$ cat config.mk
export PLATFORM = sky130hd
export DESIGN_NAME = rtc_to_unix_timekeeper_top
export DESIGN_NICKNAME = d
export VERILOG_FILES = /design/src/sv/rtut_pkg.sv /design/src/sv/rtc_to_unix_timekeeper_top.sv /design/src/sv/rtut_ctrl.sv /design/src/sv/rtut_dp.sv
export VERILOG_INCLUDE_DIRS = /design/src /design/src/sv
export SDC_FILE = /design/constraint.sdc
export NUM_CORES = 1
export LEC_CHECK = 0
export BUFFER_PORTS_ARGS = -buffer_cell sky130_fd_sc_hd__buf_4
export CAP_MARGIN = 10
export CORE_UTILIZATION = 50
export DETAILED_ROUTE_END_ITERATION = 10
export PLACE_DENSITY = 0.65
export SYNTH_ARGS = -nofsm -noshare
export SYNTH_HDL_FRONTEND = slang
export SYNTH_SLANG_ARGS = --single-unit
$ cat constraint.sdc
create_clock -name i_clk -period 7.3 [get_ports i_clk]
set_input_delay 0.73 -clock i_clk [delete_from_list [all_inputs] [get_ports i_clk]]
set_output_delay 0.73 -clock i_clk [all_outputs]
set_load 0.02 [all_outputs]
$ cat src/sv/rtc_to_unix_timekeeper_top_assert.svh
// Assertion macros for the RTC to Unix timekeeper.
`ifndef RTC_TO_UNIX_TIMEKEEPER_TOP_ASSERT_SVH
`define RTC_TO_UNIX_TIMEKEEPER_TOP_ASSERT_SVH

`ifndef SYNTH
`define RTUT_ASSERT_IMPL(label, ante, cons) \
    label: assert property (@(posedge i_clk) disable iff (!i_rst_n) (ante) |-> (cons)) \
        else $error("rtut assertion failed");
`define RTUT_ASSERT_NEXT(label, ante, cons) \
    label: assert property (@(posedge i_clk) disable iff (!i_rst_n) (ante) |=> (cons)) \
        else $error("rtut assertion failed");
`else
`define RTUT_ASSERT_IMPL(label, ante, cons)
`define RTUT_ASSERT_NEXT(label, ante, cons)
`endif

`endif

$ cat src/sv/rtut_pkg.sv
// Types, constants and helper functions shared by the timekeeper modules.
`default_nettype none

package rtut_pkg;

    typedef struct packed {
        logic       cmd;
        logic       read_ok;
        logic [7:0] raw_seconds;
        logic [7:0] raw_minutes;
        logic [7:0] raw_hours;
        logic [7:0] raw_day;
        logic [7:0] raw_month;
        logic [7:0] raw_year;
        logic [7:0] rtc_status;
    } t_in;

    typedef struct packed {
        logic [31:0] unix_seconds;
        logic [31:0] uptime;
        logic        load_valid;
    } t_out;

    typedef enum logic [2:0] {
        S_IDLE,
        S_TICK,
        S_DECODE,
        S_YEAR,
        S_DAYS,
        S_MUL,
        S_SUM,
        S_PUSH
    } t_state;

    typedef struct packed {
        logic capture;
        logic tick;
        logic decode;
        logic year_step;
        logic add_days;
        logic mul;
        logic sum;
        logic push;
    } t_cmd;

    typedef struct packed {
        logic is_load;
        logic ok;
        logic year_done;
    } t_stat;

    localparam int unsigned SB_BINARY_BIT = 2;
    localparam int unsigned SB_24HOUR_BIT = 1;
    localparam int unsigned HOUR_PM_BIT   = 7;

    localparam logic [7:0]  YEAR_PIVOT    = 8'd70;
    localparam logic [11:0] CENTURY_21    = 12'd2000;
    localparam logic [11:0] CENTURY_20    = 12'd1900;
    localparam logic [11:0] EPOCH_YEAR    = 12'd1970;
    localparam logic [6:0]  EPOCH_MOD100  = 7'd70;
    localparam logic [8:0]  EPOCH_MOD400  = 9'd370;
    localparam logic [16:0] SECS_PER_DAY  = 17'd86400;

    function automatic logic [7:0] from_bcd(input logic [7:0] v);
        return {4'b0000, v[3:0]} + 8'({4'b0000, v[7:4]} * 8'd10);
    endfunction

    // Remainder by twelve through a reciprocal; exact for 7-bit inputs.
    function automatic logic [3:0] mod12(input logic [6:0] v);
        logic [14:0] p;
        logic [6:0]  r;
        p = 15'(v) * 15'd171;
        r = v - 7'({3'b000, p[14:11]} * 7'd12);
        return r[3:0];
    endfunction

    function automatic logic [8:0] month_start(input logic [3:0] idx);
        logic [8:0] d;
        case (idx)
            4'd0:    d = 9'd0;
            4'd1:    d = 9'd31;
            4'd2:    d = 9'd59;
            4'd3:    d = 9'd90;
            4'd4:    d = 9'd120;
            4'd5:    d = 9'd151;
            4'd6:    d = 9'd181;
            4'd7:    d = 9'd212;
            4'd8:    d = 9'd243;
            4'd9:    d = 9'd273;
            4'd10:   d = 9'd304;
            4'd11:   d = 9'd334;
            default: d = 9'd0;
        endcase
        return d;
    endfunction

endpackage

`default_nettype wire

$ cat src/sv/rtc_to_unix_timekeeper_top.sv
// Tick item: accepted when idle, counted in the tick state, then pushed as a beat.
// Load item: decode, then a year walk of one calendar year per cycle from 1970 to
// the sample's year, then days, mul, sum, push; a failed range check goes to push.
// One item in flight; the next is taken once the result sits in the output register.
// Synchronous active-low reset clears all counts and empties the output register.
`default_nettype none

`include "rtc_to_unix_timekeeper_top_assert.svh"

module rtc_to_unix_timekeeper_top #(
    parameter int unsigned TICKS_PER_SECOND = 100
) (
    input  wire logic            i_clk,
    input  wire logic            i_rst_n,
    input  wire logic            i_in_valid,
    output logic                 o_in_ready,
    input  wire rtut_pkg::t_in   i_in_data,
    output logic                 o_out_valid,
    input  wire logic            i_out_ready,
    output rtut_pkg::t_out       o_out_data
);

    rtut_pkg::t_cmd  w_cmd;
    rtut_pkg::t_stat w_stat;

    rtut_ctrl u_ctrl (
        .i_clk      (i_clk),
        .i_rst_n    (i_rst_n),
        .i_in_valid (i_in_valid),
        .o_in_ready (o_in_ready),
        .i_out_ready(i_out_ready),
        .o_out_valid(o_out_valid),
        .i_stat     (w_stat),
        .o_cmd      (w_cmd)
    );

    rtut_dp #(
        .TICKS_PER_SECOND(TICKS_PER_SECOND)
    ) u_dp (
        .i_clk     (i_clk),
        .i_rst_n   (i_rst_n),
        .i_in_data (i_in_data),
        .i_cmd     (w_cmd),
        .o_stat    (w_stat),
        .o_out_data(o_out_data)
    );

    `RTUT_ASSERT_IMPL(a_load_uptime_zero, o_out_valid && o_out_data.load_valid, o_out_data.uptime == 32'd0)
    `RTUT_ASSERT_NEXT(a_busy_after_accept, i_in_valid && o_in_ready, !o_in_ready)
    `RTUT_ASSERT_NEXT(a_push_shows_beat, w_cmd.push, o_out_valid)
    `RTUT_ASSERT_IMPL(a_sum_only_when_ok, w_cmd.sum, w_stat.ok)

endmodule

`default_nettype wire

$ cat src/sv/rtut_ctrl.sv
// Controller state machine: sequences tick and load work and owns the beat handshakes.
`default_nettype none

module rtut_ctrl (
    input  wire logic           i_clk,
    input  wire logic           i_rst_n,
    input  wire logic           i_in_valid,
    output logic                o_in_ready,
    input  wire logic           i_out_ready,
    output logic                o_out_valid,
    input  wire rtut_pkg::t_stat i_stat,
    output rtut_pkg::t_cmd      o_cmd
);

    rtut_pkg::t_state r_state, n_state;
    logic             r_out_valid, n_out_valid;
    logic             w_push_ok;

    assign w_push_ok = !r_out_valid || i_out_ready;

    always_comb begin
        n_state = r_state;
        case (r_state)
            rtut_pkg::S_IDLE: begin
                if (i_in_valid) begin
                    n_state = i_stat.is_load ? rtut_pkg::S_DECODE : rtut_pkg::S_TICK;
                end
            end
            rtut_pkg::S_TICK:   n_state = rtut_pkg::S_PUSH;
            rtut_pkg::S_DECODE: n_state = rtut_pkg::S_YEAR;
            rtut_pkg::S_YEAR: begin
                if (!i_stat.ok) begin
                    n_state = rtut_pkg::S_PUSH;
                end else if (i_stat.year_done) begin
                    n_state = rtut_pkg::S_DAYS;
                end
            end
            rtut_pkg::S_DAYS: n_state = rtut_pkg::S_MUL;
            rtut_pkg::S_MUL:  n_state = rtut_pkg::S_SUM;
            rtut_pkg::S_SUM:  n_state = rtut_pkg::S_PUSH;
            rtut_pkg::S_PUSH: begin
                if (w_push_ok) begin
                    n_state = rtut_pkg::S_IDLE;
                end
            end
            default: n_state = rtut_pkg::S_IDLE;
        endcase
    end

    always_comb begin
        o_cmd      = '0;
        o_in_ready = 1'b0;
        case (r_state)
            rtut_pkg::S_IDLE: begin
                o_in_ready    = 1'b1;
                o_cmd.capture = i_in_valid;
            end
            rtut_pkg::S_TICK:   o_cmd.tick = 1'b1;
            rtut_pkg::S_DECODE: o_cmd.decode = 1'b1;
            rtut_pkg::S_YEAR:   o_cmd.year_step = i_stat.ok && !i_stat.year_done;
            rtut_pkg::S_DAYS:   o_cmd.add_days = 1'b1;
            rtut_pkg::S_MUL:    o_cmd.mul = 1'b1;
            rtut_pkg::S_SUM:    o_cmd.sum = 1'b1;
            rtut_pkg::S_PUSH:   o_cmd.push = w_push_ok;
            default:            o_cmd = '0;
        endcase
    end

    // Hold the result beat until taken; a push refills it in the same cycle.
    always_comb begin
        n_out_valid = r_out_valid;
        if (o_cmd.push) begin
            n_out_valid = 1'b1;
        end else if (i_out_ready) begin
            n_out_valid = 1'b0;
        end
    end

    always_ff @(posedge i_clk) begin
        if (!i_rst_n) begin
            r_state     <= rtut_pkg::S_IDLE;
            r_out_valid <= 1'b0;
        end else begin
            r_state     <= n_state;
            r_out_valid <= n_out_valid;
        end
    end

    assign o_out_valid = r_out_valid;

endmodule

`default_nettype wire

$ cat src/sv/rtut_dp.sv
// Datapath: counters, RTC sample decode, year walk, seconds arithmetic and result register.
`default_nettype none

module rtut_dp #(
    parameter int unsigned TICKS_PER_SECOND = 100
) (
    input  wire logic            i_clk,
    input  wire logic            i_rst_n,
    input  wire rtut_pkg::t_in   i_in_data,
    input  wire rtut_pkg::t_cmd  i_cmd,
    output rtut_pkg::t_stat      o_stat,
    output rtut_pkg::t_out       o_out_data
);

    localparam int unsigned FracW = (TICKS_PER_SECOND > 1) ? $clog2(TICKS_PER_SECOND) : 1;
    localparam logic [FracW-1:0] FracLast = FracW'(TICKS_PER_SECOND - 1);

    rtut_pkg::t_in  r_raw;
    rtut_pkg::t_out r_out;

    logic [7:0]  r_sec, r_min, r_day, r_mon;
    logic [6:0]  r_hr;
    logic [11:0] r_yr;
    logic        r_read_ok;

    logic [11:0] r_year;
    logic [6:0]  r_c100;
    logic [8:0]  r_c400;
    logic [16:0] r_days;
    logic [31:0] r_prod;
    logic [16:0] r_hms;

    logic [31:0]      r_seconds, r_uptime;
    logic [FracW-1:0] r_frac;
    logic             r_load_valid;

    // Decode of the captured sample.
    logic        w_binary, w_24h;
    logic [7:0]  w_sec_bcd, w_min_bcd, w_day_bcd, w_mon_bcd, w_yr_bcd, w_hr_bcd;
    logic [7:0]  w_sec, w_min, w_day, w_mon, w_yr8, w_hr8;
    logic [6:0]  w_hr;
    logic [11:0] w_yr;
    logic        w_leap, w_range_ok;
    logic [3:0]  w_mon_idx;
    logic [16:0] w_leap_adj;
    logic [33:0] w_prod;

    assign w_binary  = r_raw.rtc_status[rtut_pkg::SB_BINARY_BIT];
    assign w_24h     = r_raw.rtc_status[rtut_pkg::SB_24HOUR_BIT];
    assign w_sec_bcd = rtut_pkg::from_bcd(r_raw.raw_seconds);
    assign w_min_bcd = rtut_pkg::from_bcd(r_raw.raw_minutes);
    assign w_day_bcd = rtut_pkg::from_bcd(r_raw.raw_day);
    assign w_mon_bcd = rtut_pkg::from_bcd(r_raw.raw_month);
    assign w_yr_bcd  = rtut_pkg::from_bcd(r_raw.raw_year);
    assign w_hr_bcd  = rtut_pkg::from_bcd({1'b0, r_raw.raw_hours[6:0]});

    assign w_sec = w_binary ? r_raw.raw_seconds : w_sec_bcd;
    assign w_min = w_binary ? r_raw.raw_minutes : w_min_bcd;
    assign w_day = w_binary ? r_raw.raw_day     : w_day_bcd;
    assign w_mon = w_binary ? r_raw.raw_month   : w_mon_bcd;
    assign w_yr8 = w_binary ? r_raw.raw_year    : w_yr_bcd;
    assign w_hr8 = w_binary ? r_raw.raw_hours
                            : {r_raw.raw_hours[rtut_pkg::HOUR_PM_BIT], w_hr_bcd[6:0]};

    // Fold 12-hour time with its PM flag into 24-hour time.
    always_comb begin
        if (w_24h) begin
            w_hr = w_hr8[6:0];
        end else begin
            w_hr = {3'b000, rtut_pkg::mod12(w_hr8[6:0])}
                 + (w_hr8[rtut_pkg::HOUR_PM_BIT] ? 7'd12 : 7'd0);
        end
    end

    assign w_yr = (w_yr8 < rtut_pkg::YEAR_PIVOT) ? (12'(w_yr8) + rtut_pkg::CENTURY_21)
                                                 : (12'(w_yr8) + rtut_pkg::CENTURY_20);

    assign w_range_ok = r_read_ok
                     && (r_mon >= 8'd1) && (r_mon <= 8'd12)
                     && (r_day >= 8'd1) && (r_day <= 8'd31)
                     && (r_hr <= 7'd23) && (r_min <= 8'd59) && (r_sec <= 8'd59);

    // Leap rule from running year residues.
    assign w_leap     = (r_year[1:0] == 2'b00) && ((r_c100 != 7'd0) || (r_c400 == 9'd0));
    assign w_mon_idx  = r_mon[3:0] - 4'd1;
    assign w_leap_adj = ((r_mon > 8'd2) && w_leap) ? 17'd1 : 17'd0;
    assign w_prod     = 34'(r_days) * 34'(rtut_pkg::SECS_PER_DAY);

    always_ff @(posedge i_clk) begin
        if (i_cmd.capture) begin
            r_raw <= i_in_data;
        end
        if (i_cmd.decode) begin
            r_sec     <= w_sec;
            r_min     <= w_min;
            r_hr      <= w_hr;
            r_day     <= w_day;
            r_mon     <= w_mon;
            r_yr      <= w_yr;
            r_read_ok <= r_raw.read_ok;
            r_year    <= rtut_pkg::EPOCH_YEAR;
            r_c100    <= rtut_pkg::EPOCH_MOD100;
            r_c400    <= rtut_pkg::EPOCH_MOD400;
            r_days    <= '0;
        end
        if (i_cmd.year_step) begin
            r_days <= r_days + (w_leap ? 17'd366 : 17'd365);
            r_year <= r_year + 12'd1;
            r_c100 <= (r_c100 == 7'd99) ? 7'd0 : r_c100 + 7'd1;
            r_c400 <= (r_c400 == 9'd399) ? 9'd0 : r_c400 + 9'd1;
        end
        if (i_cmd.add_days) begin
            r_days <= r_days + 17'(rtut_pkg::month_start(w_mon_idx)) + w_leap_adj
                    + 17'(r_day) - 17'd1;
        end
        if (i_cmd.mul) begin
            r_prod <= w_prod[31:0];
            r_hms  <= 17'(r_hr) * 17'd3600 + 17'(r_min) * 17'd60 + 17'(r_sec);
        end
        if (i_cmd.push) begin
            r_out <= '{unix_seconds: r_seconds, uptime: r_uptime, load_valid: r_load_valid};
        end
    end

    always_ff @(posedge i_clk) begin
        if (!i_rst_n) begin
            r_seconds    <= '0;
            r_uptime     <= '0;
            r_frac       <= '0;
            r_load_valid <= 1'b0;
        end else if (i_cmd.tick) begin
            r_uptime     <= r_uptime + 32'd1;
            r_load_valid <= 1'b0;
            if (r_frac == FracLast) begin
                r_frac    <= '0;
                r_seconds <= r_seconds + 32'd1;
            end else begin
                r_frac <= r_frac + FracW'(1);
            end
        end else if (i_cmd.decode) begin
            r_seconds    <= '0;
            r_uptime     <= '0;
            r_frac       <= '0;
            r_load_valid <= 1'b0;
        end else if (i_cmd.sum) begin
            r_seconds    <= r_prod + 32'(r_hms);
            r_load_valid <= 1'b1;
        end
    end

    assign o_stat.is_load   = i_in_data.cmd;
    assign o_stat.ok        = w_range_ok;
    assign o_stat.year_done = (r_year == r_yr);
    assign o_out_data       = r_out;

endmodule

`default_nettype wire
## Word-level counts from Yosys, hierarchy flattened

Memories as Yosys holds them, arrays and structs flattened.
Cells that the tools add are included.

| storage, ports and cells | value |
|---|---|
| bits in registers | 332 |
| bits in read-only memories | 144 |
| output and inout bits | 67 |
| logic and storage cells | 168 |
| memories | 1 |

| cells by class | value |
|---|---|
| add/sub/neg operators | 25 |
| multipliers | 11 |
| $lt $le $gt $ge | 9 |
| equal/unequal tests | 15 |
| multiplexer cells | 49 |
| bitwise logic cells | 1 |
| reductions and logical operators | 27 |

Memory list:

| memory | words | width | rd ports | clocked after memory_dff | wr ports | RTL line | RTL |
|---|---|---|---|---|---|---|---|
| (name not given) | 16 | 9 | 1 | 0 | 0 | rtut_pkg.sv:79 | `case (idx)` |

Operators with widths:

| operator | count |
|---|---|
| 2-to-1 mux 32 bit | 6 |
| adder 32 x 1 -> 32 bit (second input constant) | 2 |
| 2-to-1 mux 7 bit | 8 |
| 2-to-1 mux 17 bit | 3 |
| adder 4 x 8 -> 8 bit | 5 |
| 2-to-1 mux 8 bit | 5 |
| 2-to-1 mux 12 bit | 3 |
| 2-to-1 mux 9 bit | 4 |
| multiplier 4 x 3 -> 7 bit (second input constant) | 5 |
| adder 17 bit | 2 |
| adder 17 x 8 -> 17 bit | 2 |
| adder 32 x 17 -> 32 bit | 1 |
| multiplier 17 x 10 -> 25 bit (second input constant) | 1 |
| adder 8 x 11 -> 12 bit (second input constant) | 2 |
| one-hot mux 3 bit (7 select lines) | 1 |
| adder 17 x 14 -> 17 bit | 1 |
| adder 17 x 9 -> 17 bit | 1 |
| subtractor 17 x 1 -> 17 bit (second input constant) | 1 |
| greater-or-equal comparator 8 x 1 -> 1 bit (second input constant) | 2 |
| <= comparator 8 x 6 -> 1 bit (second input constant) | 2 |
| multiplier 7 x 8 -> 15 bit (second input constant) | 1 |
| adder 4 x 7 -> 7 bit | 2 |
| adder 7 x 1 -> 7 bit (second input constant) | 2 |
| == test 7 bit (second input constant) | 2 |
| 39 further kinds | 73 |

## Logic depth before layout (Yosys ltp)

| logic depth | value |
|---|---|
| word-level depth | 12 |
| mapped depth | 27 |
| depth with buffers taken out | 27 |

## Modules after synthesis

Synthesis repeated with hierarchy kept, for this count alone.

| second synthesis, totals | value |
|---|---|
| cell total of the unflattened synthesis | 2285 |
| area total of the unflattened synthesis | 23543.8 sq um |

Modules (own cells, without submodules):

| module | instances | cells an instance | area each (sq um) | seq. area each (sq um) |
|---|---|---|---|---|
| rtut_dp | 1 | 2248 | 23219.8 | 9098.7 |
| rtut_ctrl | 1 | 37 | 324.1 | 80.1 |

## Worst setup path after synthesis

OpenSTA, ideal clock, no wires.

| timing path | value |
|---|---|
| path kind | reg-to-reg |
| from | reg u_dp.r_raw[36] (netlist bit) |
| to | reg u_dp.r_hr[3], data pin |
| arrival time | 5907 ps |
| required time | 7039 ps |
| path slack | 1132 ps |
| stages on the path, launching flop included | 27 |
| path buffers | 0 |
| clock period less this slack | 6168 ps |
| cells stage by stage | edfxtp_1 ha_1 ha_1 a21oi_1 nor2_1 xnor2_1 o21ai_0 ha_1 inv_1 fa_1 fa_1 inv_1 fa_1 ha_1 and4_1 nand3_1 nor4b_1 o21bai_1 a21oi_1 xnor2_1 ha_1 xnor2_1 xnor2_1 xnor2_1 xnor2_1 fa_1 o21ai_0 |

| on the way | value |
|---|---|
| longest elaborated chain between the ends | 8 |

RTL lines:

| item | RTL line | RTL |
|---|---|---|
| start: declaration | rtut_dp.sv:18 | `rtut_pkg::t_in r_raw;` |
| start signal: assignment | rtut_dp.sv:91 | `r_raw <= i_in_data;` |
| multiplier 3 x 3 -> 6 bit | rtut_pkg.sv:65 | `return {4'b0000, v[3:0]} + 8'({4'b0000, v[7:4]} * 8'd10);` |
| adder 4 x 7 -> 7 bit | rtut_pkg.sv:65 |  |
| 2-to-1 mux 7 bit | rtut_dp.sv:62 | `assign w_hr8 = w_binary ? r_raw.raw_hours` |
| named net u_dp.w_hr8[6] | rtut_dp.sv:40 | `logic [7:0] w_sec, w_min, w_day, w_mon, w_yr8, w_hr8;` |
| multiplier 7 x 8 -> 15 bit | rtut_pkg.sv:72 | `p = 15'(v) * 15'd171;` |
| multiplier 4 x 2 -> 2 bit | rtut_pkg.sv:73 | `r = v - 7'({3'b000, p[14:11]} * 7'd12);` |
| subtractor 4 bit | rtut_pkg.sv:73 |  |
| adder 4 x 7 -> 7 bit | rtut_dp.sv:71 | `+ (w_hr8[rtut_pkg::HOUR_PM_BIT] ? 7'd12 : 7'd0);` |
| 2-to-1 mux 7 bit | rtut_dp.sv:67 | `if (w_24h) begin` |
| named net u_dp.w_hr[3] | rtut_dp.sv:41 | `logic [6:0] w_hr;` |
| end signal: assignment | rtut_dp.sv:96 | `r_hr <= w_hr;` |
| end: declaration | rtut_dp.sv:22 | `logic [6:0] r_hr;` |

The timed path passes the listed nets, and every way through them passes these cells.
A chain may end at the register's enable or synchronous reset.

## Worst setup path in the final report

Ends and elaborated chain as after synthesis.

==> metrics <==
status=complete, no violations; layout cells sized above 1=0.0946; largest net degree at the start of global routing=54; Post-DP Area=25100 um^2; PostCTS Resize Cnt=0; Max-cap violations=0; Worst setup SP type=flop; cell area after synthesis=23500 um^2; Setup TNS=0 ps; Peak Freq=149 MHz; Area Overhead vs Synth=12.3%; YS warnings=0; drc violations=0; CTS clk-pin slew, worst paths=60 ps; Leakage=11.1 nW; port bufs=122; Starting DRT DRC Count=1015; worst skew pair latency=560 ps; RSZ-0062 raised after global routing=false; Comb power frac=0.625; fin util=0.569; Die ar.=about 48000 um^2; Worst Skew=19.3 ps; sequential share of the synthesized area=0.390; Syn Area/Cell=10.3 um^2; Setup Fix Bufs, Post-CTS=0; Mapped Cells=between 2000 and 2500; CTS Sinks=331; leading cell types in the layout, fill and taps excluded=ha_1 (296), inv_1 (262), edfxtp_1 (255), nand2_1 (160), buf_4 (139); Routed Antenna Nets=0; Slew @ Worst Pin=1080 ps; die width=~220 um; number of synthesized flops with an enable pin=about 260; Placer Congestion=0.824; P per Cell Area=501 nW/um^2; area leader, netlist=edfxtp_1; cts bufs inserted=39; final hold vios=0; Worst Path Class, Setup=flop to flop; switching pwr=between 5 and 6 mW; first-pass GRT wire length=81.7 mm; Req. time, crit path=7590 ps; setup violators final=0; fin. max-slew vios=0; design area=26400 um^2; Crit Path Max Fanout=4; register bit total from synthesis=331; FFs w/ async S/R, synth=0; final WL=48.6 mm; row count=79; Peak VDD IR=0.000462 V; I/O pins=129; Total GRT Usage=0.210; switch share=0.430; commonest non-fill, non-tap cell in the layout=ha_1; sequential power share=0.227; Clk pwr share=0.149; H-tree depth=2; vias in the first global route=17100; Vias/cell=5.58; cell mode on critical path=xnor2_1; gr ovfl total=0; Synth top area share=0.325; Final #Nets=2867; Max Buffers Root-to-Sink=3; DR vias=17100; Synth area leaders=edfxtp_1 (33%), ha_1 (16%), fa_1 (7.5%), dfxtp_1 (6.5%), inv_1 (4.2%); CTS tree=yes; fin crit period=6720 ps; initial core utilization=0.507; ant diodes=0; Slowest-stage cell, CP=fa_1; hpwl dp=36.9 mm; root buffer cell=clkbuf_16; Synth cell types=76; internal power component=7.55 mW; die height=about 220 um; total core area=about 46000 um^2; Post-synth top flop=edfxtp_1; CP Capture Type=flop; Total Power=roughly 13 mW; syn_nets=2742; hold buffer count at CTS=0; DR WL/cell=15.9 um; Tcrit/Tclk final=0.921; drt first pass iters=5; largest stage delay on the critical path=510 ps; relative slew slack=0.281; CP arrival=around 7000 ps; Final Hold Slack=350 ps; hold crit path type=input pin to flop; initial antenna violation count=1
==> state kept, by name (all words and copies together) (netlist names) <==
register	cells
u_dp.o_out_data	65
u_dp.r_raw	51
u_dp.r_seconds	32
u_dp.r_uptime	32
u_dp.r_prod	25
u_dp.r_days	17
u_dp.r_hms	17
u_dp.r_year	12
u_dp.r_yr	12
u_dp.r_c400	9
u_dp.r_day	8
u_dp.r_min	8
u_dp.r_mon	8
u_dp.r_sec	8
u_dp.r_c100	7
u_dp.r_frac	7
u_dp.r_hr	7
u_ctrl.r_state	3
u_ctrl.o_out_valid	1
u_dp.r_load_valid	1
u_dp.r_read_ok	1
==> synth_stat cells, types with 19 or more instances <==
cell type	number
xor2_1	72
fa_1	88
a21o_1	34
nand3_1	76
o21ai_0	119
clkbuf_1	41
mux2i_1	24
nor2_1	136
dfxtp_1	76
xnor2_1	97
nand2_1	160
a21oi_1	118
and3_1	28
edfxtp_1	255
inv_1	263
nor3_1	33
o211ai_1	21
nand4_1	26
o21a_1	26
a31oi_1	27
ha_1	296
o22ai_1	29
nor2b_1	19
==> final cells by class <==
| cell class | instances | area (um^2) |
|---|---|---|
| clock buffers | 52 | 1050 |
| well taps | 607 | 759 |
| inverters | 263 | 987 |
| fillers | 3998 | 20000 |
| clock inverters | 20 | 238 |
| repair buffers | 141 | 1080 |
| flip-flops and latches | 331 | 9180 |
| multi-input cells | 1645 | 13200 |
==> critical path, delay by kind of cell, from the launching register on <==
kind,cells,cell delay (ps)
buf+inv,2,120
compound gates,5,860
xor+xnor,6,880
simple gates,4,620
fa+ha+maj,9,3530
flops,1,450
==> routing by layer <==
metal  wire, um  vias to the layer above  GRT usage
met2      23300                      377      0.368
met4       1240                        2     0.0701
met3       2120                       88     0.0288
li1           -                     8436          -
met5         12                        -          0
met1      21900                     8154      0.264
==> stage by stage <==
| step | cells | setup slack (ps) |
|---|---|---|
| detailed placement | 2985 | 606 |
| CTS | 3057 | 544 |
| global placement | 2985 | 664 |
| global route | 3059 | 147 |
| floorplan | 2296 | 1130 |
| finish | 3059 | 579 |
==> kinds of logic (layout without fill, tap and decap cells) <==
logic type,Yosys count,in the layout,share of synthesized area
AO/OA/AOI/OAI,477,477,0.128
multiplexers,33,33,0.0145
buffers and inverters,320,476,0.0521
adder cells (fa/ha/maj),384,384,0.232
flip-flops,331,331,0.390
AND/OR/NAND/NOR,582,582,0.121
XOR/XNOR,169,169,0.0629
==> path summary, 6_finish.rpt <==
kind,from,to,slack (ps),cells after the start
max,u_dp.r_raw[36],u_dp.r_hr[3],580,26
max reg2reg,u_dp.r_raw[36],u_dp.r_hr[3],580,26
min reg2reg,u_dp.r_raw[56],u_dp.r_read_ok,420,0
min,i_in_data[8],u_dp.r_raw[8],350,1
==> power groups by stage <==
stage | Combinational, mW | Sequential (mW) | Clock [mW]
after floorplan | 6.68 | 2.94 | 0
after global placement | 8.02 | 3.03 | 0
after detailed placement | 8.23 | 3.04 | 0
after CTS | 8.33 | 3.00 | 2.01
after global routing | 9.61 | 3.04 | 2.09
final | 8.27 | 3.00 | 1.97
Power figures use the tool's default switching activity.
